<file path="config.mk">
export PLATFORM = sky130hd
export DESIGN_NAME = tickless_repeating_event_timer_unit_flat
export DESIGN_NICKNAME = d
export VERILOG_FILES = /design/src/hw/rtl/trt_pkg.sv /design/src/hw/rtl/trt_ifs.sv /design/src/hw/rtl/trt_slot_cell.sv /design/src/hw/rtl/tickless_repeating_event_timer_unit.sv /design/src/flat_wrapper.sv
export SDC_FILE = /design/constraint.sdc
export NUM_CORES = 2
export LEC_CHECK = 0
export ABC_CLOCK_PERIOD_IN_PS = 21000
export BUFFER_PORTS_ARGS = -buffer_cell sky130_fd_sc_hd__clkbuf_2
export CORE_ASPECT_RATIO = 0.5
export CORE_MARGIN = 2
export CORE_UTILIZATION = 59
export DETAILED_ROUTE_END_ITERATION = 12
export PLACE_DENSITY_LB_ADDON = 0.1
export RECOVER_POWER = 50
export REMOVE_ABC_BUFFERS = 1
export SYNTH_ARGS = -nofsm -noshare
export SYNTH_HDL_FRONTEND = slang
export SYNTH_SLANG_ARGS = --single-unit
</file>
<file path="constraint.sdc">
create_clock -name clk -period 21 [get_ports clk]
set_input_delay 1.05 -clock clk [delete_from_list [all_inputs] [get_ports clk]]
set_output_delay 1.05 -clock clk [all_outputs]
set_load 0.02 [all_outputs]
</file>
<file path="src/hw/rtl/trt_pkg.sv">
// Shared types and constants for the tickless repeating event timer.
// Used by the channel interfaces, the slot cell and the top level.
package trt_pkg;

  localparam int INTERVAL_W    = 10;
  localparam int CPM_W         = 15;
  localparam int NSPC_W        = 20;
  localparam int PERIOD_W      = 24;
  localparam int COUNTER_W     = 25;
  localparam int TOTAL_W       = 32;
  localparam int TIME_W        = 64;
  localparam int FIRED_W       = 4;
  localparam int PERIOD_REGS   = 4;
  localparam int CFG_IDX_W     = 3;
  localparam int CFG_DATA_W    = 24;
  localparam int MUL_A_W       = 32;
  localparam int MUL_B_W       = 20;
  localparam int MUL_W         = MUL_A_W + MUL_B_W;

  localparam logic [INTERVAL_W-1:0] MAX_INTERVAL_MS = INTERVAL_W'(1000);
  localparam logic [MUL_B_W-1:0]    NS_PER_MS       = MUL_B_W'(1000000);

  // Configuration register indexes.
  localparam logic [CFG_IDX_W-1:0] REG_COUNTS_PER_MS = CFG_IDX_W'(0);
  localparam logic [CFG_IDX_W-1:0] REG_NS_PER_COUNT  = CFG_IDX_W'(1);
  localparam logic [CFG_IDX_W-1:0] REG_PERIOD_SLOT0  = CFG_IDX_W'(2);

  typedef struct packed {
    logic                  we;
    logic [CFG_IDX_W-1:0]  index;
    logic [CFG_DATA_W-1:0] data;
  } cfg_wr_t;

  // Token passed from cell to cell during a tick scan.
  typedef struct packed {
    logic                  go;
    logic [INTERVAL_W-1:0] min_ms;
    logic [FIRED_W-1:0]    fired;
  } link_t;

endpackage

</file>
<file path="src/hw/rtl/trt_ifs.sv">
// Valid/ready channel interfaces for command items and result items.
// Depends on trt_pkg for field widths.
interface trt_cmd_if import trt_pkg::*; ();
  logic                 valid;
  logic                 ready;
  logic                 action;
  logic [COUNTER_W-1:0] counter_value;

  modport source (output valid, action, counter_value, input ready);
  modport sink   (input valid, action, counter_value, output ready);
endinterface

interface trt_result_if import trt_pkg::*; ();
  logic                  valid;
  logic                  ready;
  logic [FIRED_W-1:0]    fired_mask;
  logic [INTERVAL_W-1:0] next_interval_ms;
  logic [COUNTER_W-1:0]  reload_value;
  logic [TOTAL_W-1:0]    total_ms;
  logic [TIME_W-1:0]     time_ns;

  modport source (output valid, fired_mask, next_interval_ms, reload_value, total_ms,
                  time_ns, input ready);
  modport sink   (input valid, fired_mask, next_interval_ms, reload_value, total_ms,
                  time_ns, output ready);
endinterface

</file>
<file path="src/hw/rtl/trt_slot_cell.sv">
// One event slot: holds its period and elapsed time, updates the elapsed time when the
// scan token passes, and forwards the running minimum and fired bits. Uses trt_pkg.
module trt_slot_cell import trt_pkg::*; #(
  parameter int IDX = 0
) (
  input  logic                  clk,
  input  logic                  rst,
  input  cfg_wr_t               cfg,
  input  logic [INTERVAL_W-1:0] interval,
  input  link_t                 link_in,
  output link_t                 link_out
);

  logic [PERIOD_W-1:0]   period;
  logic [PERIOD_W-1:0]   elapsed;
  logic [PERIOD_W-1:0]   elapsed_next;
  logic                  enabled;
  logic [PERIOD_W:0]     el_sum;
  logic [PERIOD_W+1:0]   el_diff;
  logic                  fire;
  logic                  wrap_clr;
  logic [PERIOD_W-1:0]   remain;
  logic [FIRED_W-1:0]    fire_bit;
  link_t                 link_next;

  generate
    if (IDX < PERIOD_REGS) begin : g_period
      always_ff @(posedge clk) begin
        if (rst) begin
          period <= '0;
        end else if (cfg.we && cfg.index == CFG_IDX_W'(REG_PERIOD_SLOT0 + IDX)) begin
          period <= cfg.data[PERIOD_W-1:0];
        end
      end
      assign fire_bit = FIRED_W'(fire) << IDX;
    end else begin : g_no_period
      // Slots beyond the period registers stay disabled.
      assign period   = '0;
      assign fire_bit = '0;
    end
  endgenerate

  always_comb begin
    enabled  = (period != '0);
    el_sum   = {1'b0, elapsed} + (PERIOD_W+1)'(interval);
    el_diff  = {1'b0, el_sum} - (PERIOD_W+2)'(period);
    fire     = enabled && !el_diff[PERIOD_W+1];
    // After the period is taken off, an elapsed time still at or above it is dropped.
    wrap_clr = fire && (el_diff[PERIOD_W:0] >= {1'b0, period});
    if (wrap_clr) begin
      elapsed_next = '0;
    end else if (fire) begin
      elapsed_next = el_diff[PERIOD_W-1:0];
    end else begin
      elapsed_next = el_sum[PERIOD_W-1:0];
    end
    remain = period - elapsed_next;

    link_next.go     = link_in.go;
    link_next.fired  = link_in.fired | (link_in.go ? fire_bit : '0);
    link_next.min_ms = link_in.min_ms;
    if (enabled && remain < PERIOD_W'(link_in.min_ms)) begin
      link_next.min_ms = remain[INTERVAL_W-1:0];
    end
  end

  always_ff @(posedge clk) begin
    link_out.min_ms <= link_next.min_ms;
    link_out.fired  <= link_next.fired;
    if (rst) begin
      elapsed     <= '0;
      link_out.go <= 1'b0;
    end else begin
      link_out.go <= link_next.go;
      if (link_in.go && enabled) begin
        elapsed <= elapsed_next;
      end
    end
  end

endmodule

</file>
<file path="src/hw/rtl/tickless_repeating_event_timer_unit.sv">
// Tickless repeating event timer. A tick item walks the scan token through the slot cell
// chain one cell per cycle, then the shared 32x20 multiplier forms the reload. A read item
// makes three passes through the shared multiplier and then the final add. Only one item
// is in flight: the next item is accepted in the cycle after its result is loaded, and a
// result is loaded only once a previous one has left the output register.
// Synchronous active-high reset: total 0, interval 1000 ms, all slots cleared and off.
module tickless_repeating_event_timer_unit import trt_pkg::*; #(
  parameter int SLOTS = 4
) (
  input  logic                  clk,
  input  logic                  rst,
  input  logic                  cfg_we,
  input  logic [CFG_IDX_W-1:0]  cfg_index,
  input  logic [CFG_DATA_W-1:0] cfg_data,
  trt_cmd_if.sink               cmd,
  trt_result_if.source          result
);

  typedef enum logic [7:0] {
    S_IDLE  = 8'b0000_0001,
    S_SCAN  = 8'b0000_0010,
    S_MREL  = 8'b0000_0100,
    S_REL   = 8'b0000_1000,
    S_DIFF  = 8'b0001_0000,
    S_MDIFF = 8'b0010_0000,
    S_MTOT  = 8'b0100_0000,
    S_OUT   = 8'b1000_0000
  } state_t;

  state_t                state;
  logic [CPM_W-1:0]      counts_per_ms;
  logic [NSPC_W-1:0]     ns_per_count;
  logic [TOTAL_W-1:0]    total_ms;
  logic [INTERVAL_W-1:0] cur_interval;
  logic                  launch;
  logic                  action_q;
  logic [COUNTER_W-1:0]  counter_q;
  logic [FIRED_W-1:0]    fired_q;
  logic [MUL_W-1:0]      mul_q;
  logic [COUNTER_W-1:0]  reload_q;
  logic [COUNTER_W-1:0]  diff_q;
  logic [TIME_W-1:0]     time_q;
  logic                  sum_pending;
  logic                  res_valid;
  logic [FIRED_W-1:0]    res_fired;
  logic [INTERVAL_W-1:0] res_interval;
  logic [COUNTER_W-1:0]  res_reload;
  logic [TOTAL_W-1:0]    res_total;
  logic [TIME_W-1:0]     res_time;
  logic [MUL_A_W-1:0]    mul_a;
  logic [MUL_B_W-1:0]    mul_b;
  logic [MUL_W-1:0]      mul_p;
  cfg_wr_t               cfg_wr;
  link_t                 link [SLOTS+1];

  assign cfg_wr.we    = cfg_we;
  assign cfg_wr.index = cfg_index;
  assign cfg_wr.data  = cfg_data;

  always_comb begin
    link[0].go     = launch;
    link[0].min_ms = MAX_INTERVAL_MS;
    link[0].fired  = '0;
  end

  generate
    for (genvar k = 0; k < SLOTS; k++) begin : g_cell
      trt_slot_cell #(.IDX(k)) u_cell (
        .clk      (clk),
        .rst      (rst),
        .cfg      (cfg_wr),
        .interval (cur_interval),
        .link_in  (link[k]),
        .link_out (link[k+1])
      );
    end
  endgenerate

  // Shared multiplier: reload product, elapsed counts to ns, and total ms to ns.
  always_comb begin
    case (state)
      S_MREL: begin
        mul_a = MUL_A_W'(cur_interval);
        mul_b = MUL_B_W'(counts_per_ms);
      end
      S_MDIFF: begin
        mul_a = MUL_A_W'(diff_q);
        mul_b = ns_per_count;
      end
      default: begin
        mul_a = total_ms;
        mul_b = NS_PER_MS;
      end
    endcase
    mul_p = MUL_W'(mul_a) * MUL_W'(mul_b);
  end

  assign cmd.ready = (state == S_IDLE);

  always_ff @(posedge clk) begin
    if (rst) begin
      counts_per_ms <= CPM_W'(1);
      ns_per_count  <= NSPC_W'(1);
    end else if (cfg_we) begin
      unique case (cfg_index)
        REG_COUNTS_PER_MS: counts_per_ms <= cfg_data[CPM_W-1:0];
        REG_NS_PER_COUNT:  ns_per_count  <= cfg_data[NSPC_W-1:0];
        default: ;
      endcase
    end
  end

  always_ff @(posedge clk) begin
    if (rst) begin
      state        <= S_IDLE;
      total_ms     <= '0;
      cur_interval <= MAX_INTERVAL_MS;
      launch       <= 1'b0;
      sum_pending  <= 1'b0;
      res_valid    <= 1'b0;
    end else begin
      launch <= (state == S_IDLE) && cmd.valid && !cmd.action;
      if (state == S_OUT && !sum_pending && (!res_valid || result.ready)) begin
        res_valid <= 1'b1;
      end else if (result.ready) begin
        res_valid <= 1'b0;
      end
      unique case (state)
        S_IDLE: begin
          if (cmd.valid) begin
            action_q  <= cmd.action;
            counter_q <= cmd.counter_value;
            fired_q   <= '0;
            time_q    <= '0;
            if (!cmd.action) begin
              total_ms <= total_ms + TOTAL_W'(cur_interval);
              state    <= S_SCAN;
            end else begin
              state <= S_MREL;
            end
          end
        end
        S_SCAN: begin
          if (link[SLOTS].go) begin
            cur_interval <= link[SLOTS].min_ms;
            fired_q      <= link[SLOTS].fired;
            state        <= S_MREL;
          end
        end
        S_MREL: begin
          mul_q <= mul_p;
          state <= S_REL;
        end
        S_REL: begin
          // A zero product gives a zero reload rather than wrapping.
          reload_q <= (mul_q[COUNTER_W-1:0] == '0) ? '0 :
                      mul_q[COUNTER_W-1:0] - COUNTER_W'(1);
          state    <= action_q ? S_DIFF : S_OUT;
        end
        S_DIFF: begin
          diff_q <= (counter_q > reload_q) ? '0 : reload_q - counter_q;
          state  <= S_MDIFF;
        end
        S_MDIFF: begin
          mul_q <= mul_p;
          state <= S_MTOT;
        end
        S_MTOT: begin
          time_q      <= TIME_W'(mul_q);
          mul_q       <= mul_p;
          sum_pending <= 1'b1;
          state       <= S_OUT;
        end
        S_OUT: begin
          if (sum_pending) begin
            time_q      <= time_q + TIME_W'(mul_q);
            sum_pending <= 1'b0;
          end else if (!res_valid || result.ready) begin
            res_fired    <= fired_q;
            res_interval <= cur_interval;
            res_reload   <= reload_q;
            res_total    <= total_ms;
            res_time     <= time_q;
            state        <= S_IDLE;
          end
        end
        default: state <= S_IDLE;
      endcase
    end
  end

  assign result.valid            = res_valid;
  assign result.fired_mask       = res_fired;
  assign result.next_interval_ms = res_interval;
  assign result.reload_value     = res_reload;
  assign result.total_ms         = res_total;
  assign result.time_ns          = res_time;

  a_interval_range: assert property (@(posedge clk) disable iff (rst)
    cur_interval != '0 && cur_interval <= MAX_INTERVAL_MS)
    else $error("programmed interval out of range");

  a_read_keeps_total: assert property (@(posedge clk) disable iff (rst)
    (cmd.valid && cmd.ready && cmd.action) |=> $stable(total_ms))
    else $error("read item changed the millisecond total");

  a_token_in_scan: assert property (@(posedge clk) disable iff (rst)
    link[SLOTS].go |-> state == S_SCAN)
    else $error("scan token left the chain outside a scan");

  a_fired_no_time: assert property (@(posedge clk) disable iff (rst)
    (result.valid && result.fired_mask != '0) |-> result.time_ns == '0)
    else $error("tick result carries a nonzero time");

endmodule
</file>
<file path="src/flat_wrapper.sv">
// flat-port wrapper written by rule: the top's interface ports become plain ports
module tickless_repeating_event_timer_unit_flat import trt_pkg::*;
#(
  parameter int SLOTS = 4
)
  (clk, rst, cfg_we, cfg_index, cfg_data, cmd_valid, cmd_action, cmd_counter_value, cmd_ready, result_valid, result_fired_mask, result_next_interval_ms, result_reload_value, result_total_ms, result_time_ns, result_ready);
  trt_cmd_if cmd_i ();
  trt_result_if result_i ();
  input  logic clk;
  input  logic rst;
  input  logic cfg_we;
  input  logic [CFG_IDX_W-1:0] cfg_index;
  input  logic [CFG_DATA_W-1:0] cfg_data;
  input wire logic [$bits(cmd_i.valid)-1:0] cmd_valid;
  input wire logic [$bits(cmd_i.action)-1:0] cmd_action;
  input wire logic [$bits(cmd_i.counter_value)-1:0] cmd_counter_value;
  output wire logic [$bits(cmd_i.ready)-1:0] cmd_ready;
  output wire logic [$bits(result_i.valid)-1:0] result_valid;
  output wire logic [$bits(result_i.fired_mask)-1:0] result_fired_mask;
  output wire logic [$bits(result_i.next_interval_ms)-1:0] result_next_interval_ms;
  output wire logic [$bits(result_i.reload_value)-1:0] result_reload_value;
  output wire logic [$bits(result_i.total_ms)-1:0] result_total_ms;
  output wire logic [$bits(result_i.time_ns)-1:0] result_time_ns;
  input wire logic [$bits(result_i.ready)-1:0] result_ready;
  assign cmd_i.valid = cmd_valid;
  assign cmd_i.action = cmd_action;
  assign cmd_i.counter_value = cmd_counter_value;
  assign cmd_ready = cmd_i.ready;
  assign result_valid = result_i.valid;
  assign result_fired_mask = result_i.fired_mask;
  assign result_next_interval_ms = result_i.next_interval_ms;
  assign result_reload_value = result_i.reload_value;
  assign result_total_ms = result_i.total_ms;
  assign result_time_ns = result_i.time_ns;
  assign result_i.ready = result_ready;
  tickless_repeating_event_timer_unit #(.SLOTS(SLOTS)) u_core (.clk(clk), .rst(rst), .cfg_we(cfg_we), .cfg_index(cfg_index), .cfg_data(cfg_data), .cmd(cmd_i), .result(result_i));
endmodule
</file>
# Word-level counts from Yosys, hierarchy flattened
# Cells that the tools add are included.
[totals] word_cells=178 ff_bits=671 inputBits=58 out_inout_bits=137
[op_classes] order_cmp=9 eq_ne=18 reduce_logical=55 n_mul=1 n_mux=32 addsub=16 bitwise_logic=6
[op_table] cell="24-bit 2-to-1 mux" n=8
[op_table] cell="64-bit one-hot mux with 3 select lines" n=1
[op_table] cell="64-bit 2-to-1 mux" n=2
[op_table] cell="25-bit by 24-bit subtractor with 26-bit output" n=4
[op_table] cell="24-bit by 10-bit adder with 25-bit output" n=4
[op_table] cell="25-bit by 24-bit >= comparator with 1-bit output" n=4
[op_table] cell="24-bit nonzero test" n=4
[op_table] cell="24-bit subtractor" n=4
[op_table] cell="24-bit by 10-bit < comparator with 1-bit output" n=3
[op_table] cell="64-bit by 52-bit adder with 64-bit output" n=1
[op_table] cell="32-bit one-hot mux with 2 select lines" n=1
[op_table] cell="8-bit one-hot mux with 8 select lines" n=1
[op_table] cell="32-bit by 20-bit multiplier with 52-bit output" n=1
[op_table] cell="8-bit 2-to-1 mux" n=5
[op_table] cell="20-bit one-hot mux with 2 select lines" n=1
[op_table] cell="32-bit by 10-bit adder with 32-bit output" n=1
[op_table] cell="10-bit 2-to-1 mux" n=3
[op_table] cell="25-bit greater-than comparator" n=1
[op_table] cell="25-bit logical NOT" n=1
[op_table] cell="25-bit by 1-bit subtractor with 25-bit output (second input constant)" n=1
[op_table] cell="25-bit subtractor" n=1
[op_table] cell="1-bit logical AND" n=24
[op_table] cell="24-bit by 10-bit < comparator with 1-bit output (second input constant)" n=1
[op_table] cell="4-bit AND reduction" n=4
[op_table] cell="other kinds (31)" n=56

# Longest topological paths before layout
[depth] ltp_word=10 ltp_mapped=51 ltp_nobuf=50

# By module
# A second synthesis with hierarchy kept.
[hier_totals] cells_unflattened=7308 hier_area_um2=65001.1
[modules_own_cells] mod="tickless_repeating_event_timer_unit" area_per_inst_um2=39460.3 seq_area_each_um2=11701.2 instances=1 cells_per_inst=4051
[modules_own_cells] mod="trt_slot_cell (u_core.g_cell[3].u_cell)" area_per_inst_um2=6398.6 seq_area_each_um2=1261.2 instances=1 cells_per_inst=828
[modules_own_cells] mod="trt_slot_cell (u_core.g_cell[0].u_cell)" area_per_inst_um2=6386.1 seq_area_each_um2=1261.2 instances=1 cells_per_inst=810
[modules_own_cells] mod="trt_slot_cell (u_core.g_cell[1].u_cell)" area_per_inst_um2=6379.9 seq_area_each_um2=1261.2 instances=1 cells_per_inst=809
[modules_own_cells] mod="trt_slot_cell (u_core.g_cell[2].u_cell)" area_per_inst_um2=6376.1 seq_area_each_um2=1261.2 instances=1 cells_per_inst=810

# Worst setup path after synthesis
# OpenSTA, ideal clock, no wires.
[synth_timing] kind="input to register" start="in rst" end="reg u_core.res_fired[0] (netlist: u_core.result.fired_mask[0]), enable pin" setup_ps=961 path_stages=4 n_path_buf=3 t_required_ps=20039 t_arrival_ps=14450 setup_slack_ps=5589 cell_sequence="clkbuf_1 -> clkbuf_1 -> clkbuf_1 -> nor4_1"
[synth_via] elab_chain_cells=2
[synth_rtl] item="from (decl)" line_no="flat_wrapper.sv:10" text="input logic rst;"
[synth_rtl] item="1-bit NOT (no line)"
[synth_rtl] item="4-bit AND reduction (no line)"
[synth_rtl] item="to (signal assigned)" line_no="tickless_repeating_event_timer_unit.sv:179" text="res_fired <= fired_q;"
[synth_rtl] item="to (decl)" line_no="tickless_repeating_event_timer_unit.sv:45" text="logic [FIRED_W-1:0] res_fired;"
# Every way passes these cells.
# A chain may end at the register's enable or synchronous reset.

==> summary.md <==
| Metric | Value |
|---|---|
| Crit path kind | `flip-flop to flip-flop` |
| Slowest cell on crit path | `nor3_1` |
| Switch share | `0.4344` |
| Number of synthesized flops with an enable pin | `331` |
| CTS max path bufs | `3` |
| Area delta synth->final | `7.600%` |
| Area leader, netlist | `fa_1` |
| Reg area | `roughly 17000 um2` |
| Ys async rst share | `0` |
| Slew HR | `-1.475` |
| Crit Path Max Fanout | `12` |
| Maximum VDD drop | `0.07166 mV` |
| Synth unique cells | `about 100` |
| Fill cells | `between 9000 and 10000` |
| First-pass GRT wire length | `around 300 mm` |
| Worst skew pair latency | `roughly 700 ps` |
| Total CTS buffers | `66` |
| Hold Buf Count CTS | `0` |
| Synthesized instance count | `slightly above 7000` |
| Min-Delay Endpoint | `u_core.g_cell[3].u_cell.link_out[2]` |
| Synth top area share | `0.1741` |
| Mux cell area share after synthesis | `0.008710` |
| Clk slew on worst S/H paths | `roughly 70 ps` |
| Final HPWL DP | `around 150 mm` |
| Pre-CTS WS | `approximately 9100 ps` |
| Part of the cycle the worst path needs | `0.5878` |
| Post-synthesis compound-gate area fraction | `0.1653` |
| Initial antenna violation count | `8` |
| Crit path DAT | `12910 ps` |
| Skew final | `around 36 ps` |
| CTS tree | `built` |
| Cell mode on critical path | `ha_1` |
| Final instance area | `approximately 68000 um2` |
| Commonest non-fill, non-tap cells in the layout | `nand2_1, inv_1, ha_1` |
| WL per Instance | `22.33 um` |
| Max Freq | `81.01 MHz` |
| Horiz. Die Dim | `between 400 and 500 um` |
| Status | `finished with violations` |
| Synth Area in Simple Gates | `0.1571` |
| Dpl cell area | `around 66000 um2` |
| Post-CTS Setup Inserts | `0` |
| Final cell count without fillers | `just under 9000` |
| Placer Congestion | `0.9965` |
| Int Pwr | `between 3 and 4 mW` |
| Die Y | `about 240 um` |
| Min-delay worst type | `flip-flop to flip-flop` |
| Largest family of logic cells by synthesized area | `adder cells` |
| Worst-Margin Slew | `approximately 3700 ps` |
| Seq/Total Area, Yosys | `0.2624` |
| PD cells | `90.18 nW/um2` |
| Die area | `around 110000 um2` |
| R2r setup slk | `approximately 8700 ps` |
| Worst reg2reg endpoint | `u_core.g_cell[2].u_cell.link_out[8]` |
| Worst endpoint required time | `21560 ps` |
| R2r worst-path depth | `46` |
| RSZ-0062 raised after global routing | `no` |
| Post-Synth XOR/XNOR Area | `0.04906` |
| Kind of end point of the critical path | `flip-flop` |
| Max-cap violations | `8` |
| Ratio of cells with drive above 1 in the final layout | `0.04438` |
| Number of I/O pins | `about 200` |
| Multi-input gate area | `43060 um2` |
| Setup WS post-layout | `8655 ps` |
| Total number of yosys warnings | `0` |
| Final Core Density | `0.6447` |
| Clock share of power | `0.202` |
| Worst Min Path Start | `u_core.g_cell[2].u_cell.link_out[2]` |
| Commonest non-fill, non-tap cell in the layout | `nand2_1` |
| Hold path cells | `0` |
| Routed Antenna Nets | `0` |
| Pins Over Slew Limit | `421` |
| Largest stage delay, worst path | `between 800 and 900 ps` |
| Root Buffer | `clkbuf_16` |
| Syn Std Cell Area | `63350 um2` |
| Largest net degree at the start of global routing | `about 140` |
| Switching pwr | `2.670 mW` |
| Number of synthesized register bits | `between 600 and 700` |
| Fin crit period | `roughly 12000 ps` |
| Dpl cells | `between 8000 and 9000` |
| Core Area | `between 100000 and 150000 um2` |
| Leak Pwr | `around 29 nW` |
| H-tree depth | `3` |
| IO Port Bufs | `around 190` |
| WL final | `between 150 and 200 mm` |
| Final Hold Violating Endpoints | `0` |
| Clock Sinks | `between 600 and 700` |
| DRT Pass-1 Iters | `6` |
| Initial DRC Count | `a little under 6000` |
| Remaining DRCs | `0` |
| Nets | `8527` |
| Post-synthesis adder-cell area fraction | `0.2928` |
| Main flop type after synthesis | `dfxtp_1` |
| Failing checks | `max-capacitance violations, max-slew violations` |
| Grt ovf | `0` |
| # setup viols final | `0` |
| Logic pwr share | `0.544` |
| Post-CTS sizing | `0` |
| Row count | `84` |
| Initial Util | `0.5992` |
| Dominant cells by area after synthesis | `fa_1, edfxtp_1, ha_1, dfxtp_1, nand2_1` |
| GR Util All Layers | `0.3536` |
| Via density | `roughly 6.1` |
| Via count | `~54000` |
| Part of the power in registers | `0.254` |
| Vias in the first global route | `53577` |
| Worst r2r src | `u_core.cur_interval[0]` |
| Startpoint Class | `flip-flop` |
| Setup TNS Final | `0 ps` |
| Synth Area per Inst | `slightly below 9 um2` |
-- critical path: cells and delay by family, from the launching register on --
kind            cells  cell delay, ps
mux                 1             380
buf+inv             1              60
fa+ha+maj           6            2030
compound gates     17            3820
xor+xnor            3             630
simple gates       18            4600
flops               1             680
-- logic make-up (layout without fill, tap and decap cells) --
logic type	after synthesis	count (layout)
buffers and inverters	1085	1238
XOR/XNOR	354	354
AND/OR/NAND/NOR	2210	2210
flip-flops	665	665
other	2	93
AO/OA/AOI/OAI	1608	1608
multiplexers	51	51
adder cells (fa/ha/maj)	1152	1152
-- cells in the mapped netlist (49+ instances only) --
cell type,count
a22oi_1,76
a211oi_1,122
nor2_1,541
edfxtp_1,331
o21bai_1,49
o21ai_0,274
inv_1,842
nand2_1,949
ha_1,601
o21a_1,69
nor2b_1,97
and2_1,61
nor3_1,76
dfxtp_1,334
nand3_1,151
a31oi_1,60
fa_1,551
clkbuf_1,225
a21oi_1,492
a21o_1,153
xor2_1,118
nand2b_1,58
and3_1,70
xnor2_1,235
nand4_1,50
nor4_1,49
-- worst max-delay path by stage --
| stage | from | to | cells past startpoint |
|---|---|---|---|
| final | u_core.cur_interval[0] | u_core.g_cell[2].u_cell.link_out[8] | 46 |
| after global routing | u_core.cur_interval[0] | u_core.g_cell[2].u_cell.link_out[5] | 46 |
| after CTS | u_core.cur_interval[0] | u_core.g_cell[2].u_cell.link_out[6] | 46 |
| after detailed placement | u_core.cur_interval[0] | u_core.g_cell[2].u_cell.link_out[6] | 46 |
| after global placement | u_core.cur_interval[0] | u_core.g_cell[2].u_cell.link_out[7] | 46 |
| after floorplan | u_core.state[1] | u_core.result.fired_mask[0] | 4 |
-- layout make-up --
cell class              instances  share of cell area
flip-flops and latches        665              0.2439
repair buffers                276             0.01995
inverters                     842             0.04637
clock buffers                  88             0.02785
multi-input cells            5466              0.6316
well taps                    1419             0.02605
clock inverters                32            0.004185
diodes                          2          0.00007342
-- per-layer routing --
layer / global-route usage / vias up / wire length [um]
met1: 0.4923 / 26126 / 81920
li1: - / 24726 / -
met4: 0.1260 / 6 / 7849
met3: 0.08515 / 489 / 21500
met2: 0.5373 / 2680 / 85010
met5: 0 / - / 38
-- sequential cells by signal, indices dropped and copies added, names as in the netlist, 32 cells and up --
register / flops
u_core.g_cell.u_cell.elapsed: 96
u_core.g_cell.u_cell.period: 96
u_core.result.time_ns: 64
u_core.mul_q: 52
u_core.result.total_ms: 32
u_core.time_q: 64
u_core.total_ms: 32
u_core.g_cell.u_cell.link_out: 54
-- power groups by stage --
stage | Clock (mW) | Combinational (mW) | Sequential (mW)
after floorplan | 0 | 2.37 | 1.57
after global placement | 0 | 3.17 | 1.59
after detailed placement | 0 | 3.25 | 1.59
after CTS | 1.25 | 3.28 | 1.56
after global routing | 1.30 | 3.70 | 1.57
final | 1.24 | 3.35 | 1.56
-- per-stage QoR --
stage	hold slack, ps	power (mW)
floorplan	309.6	3.936
global placement	310.1	4.757
detailed placement	313.5	4.839
CTS	328.3	6.097
global route	329.6	6.573
finish	328.9	6.147
Note: power is estimated with default switching activity, not from simulation.
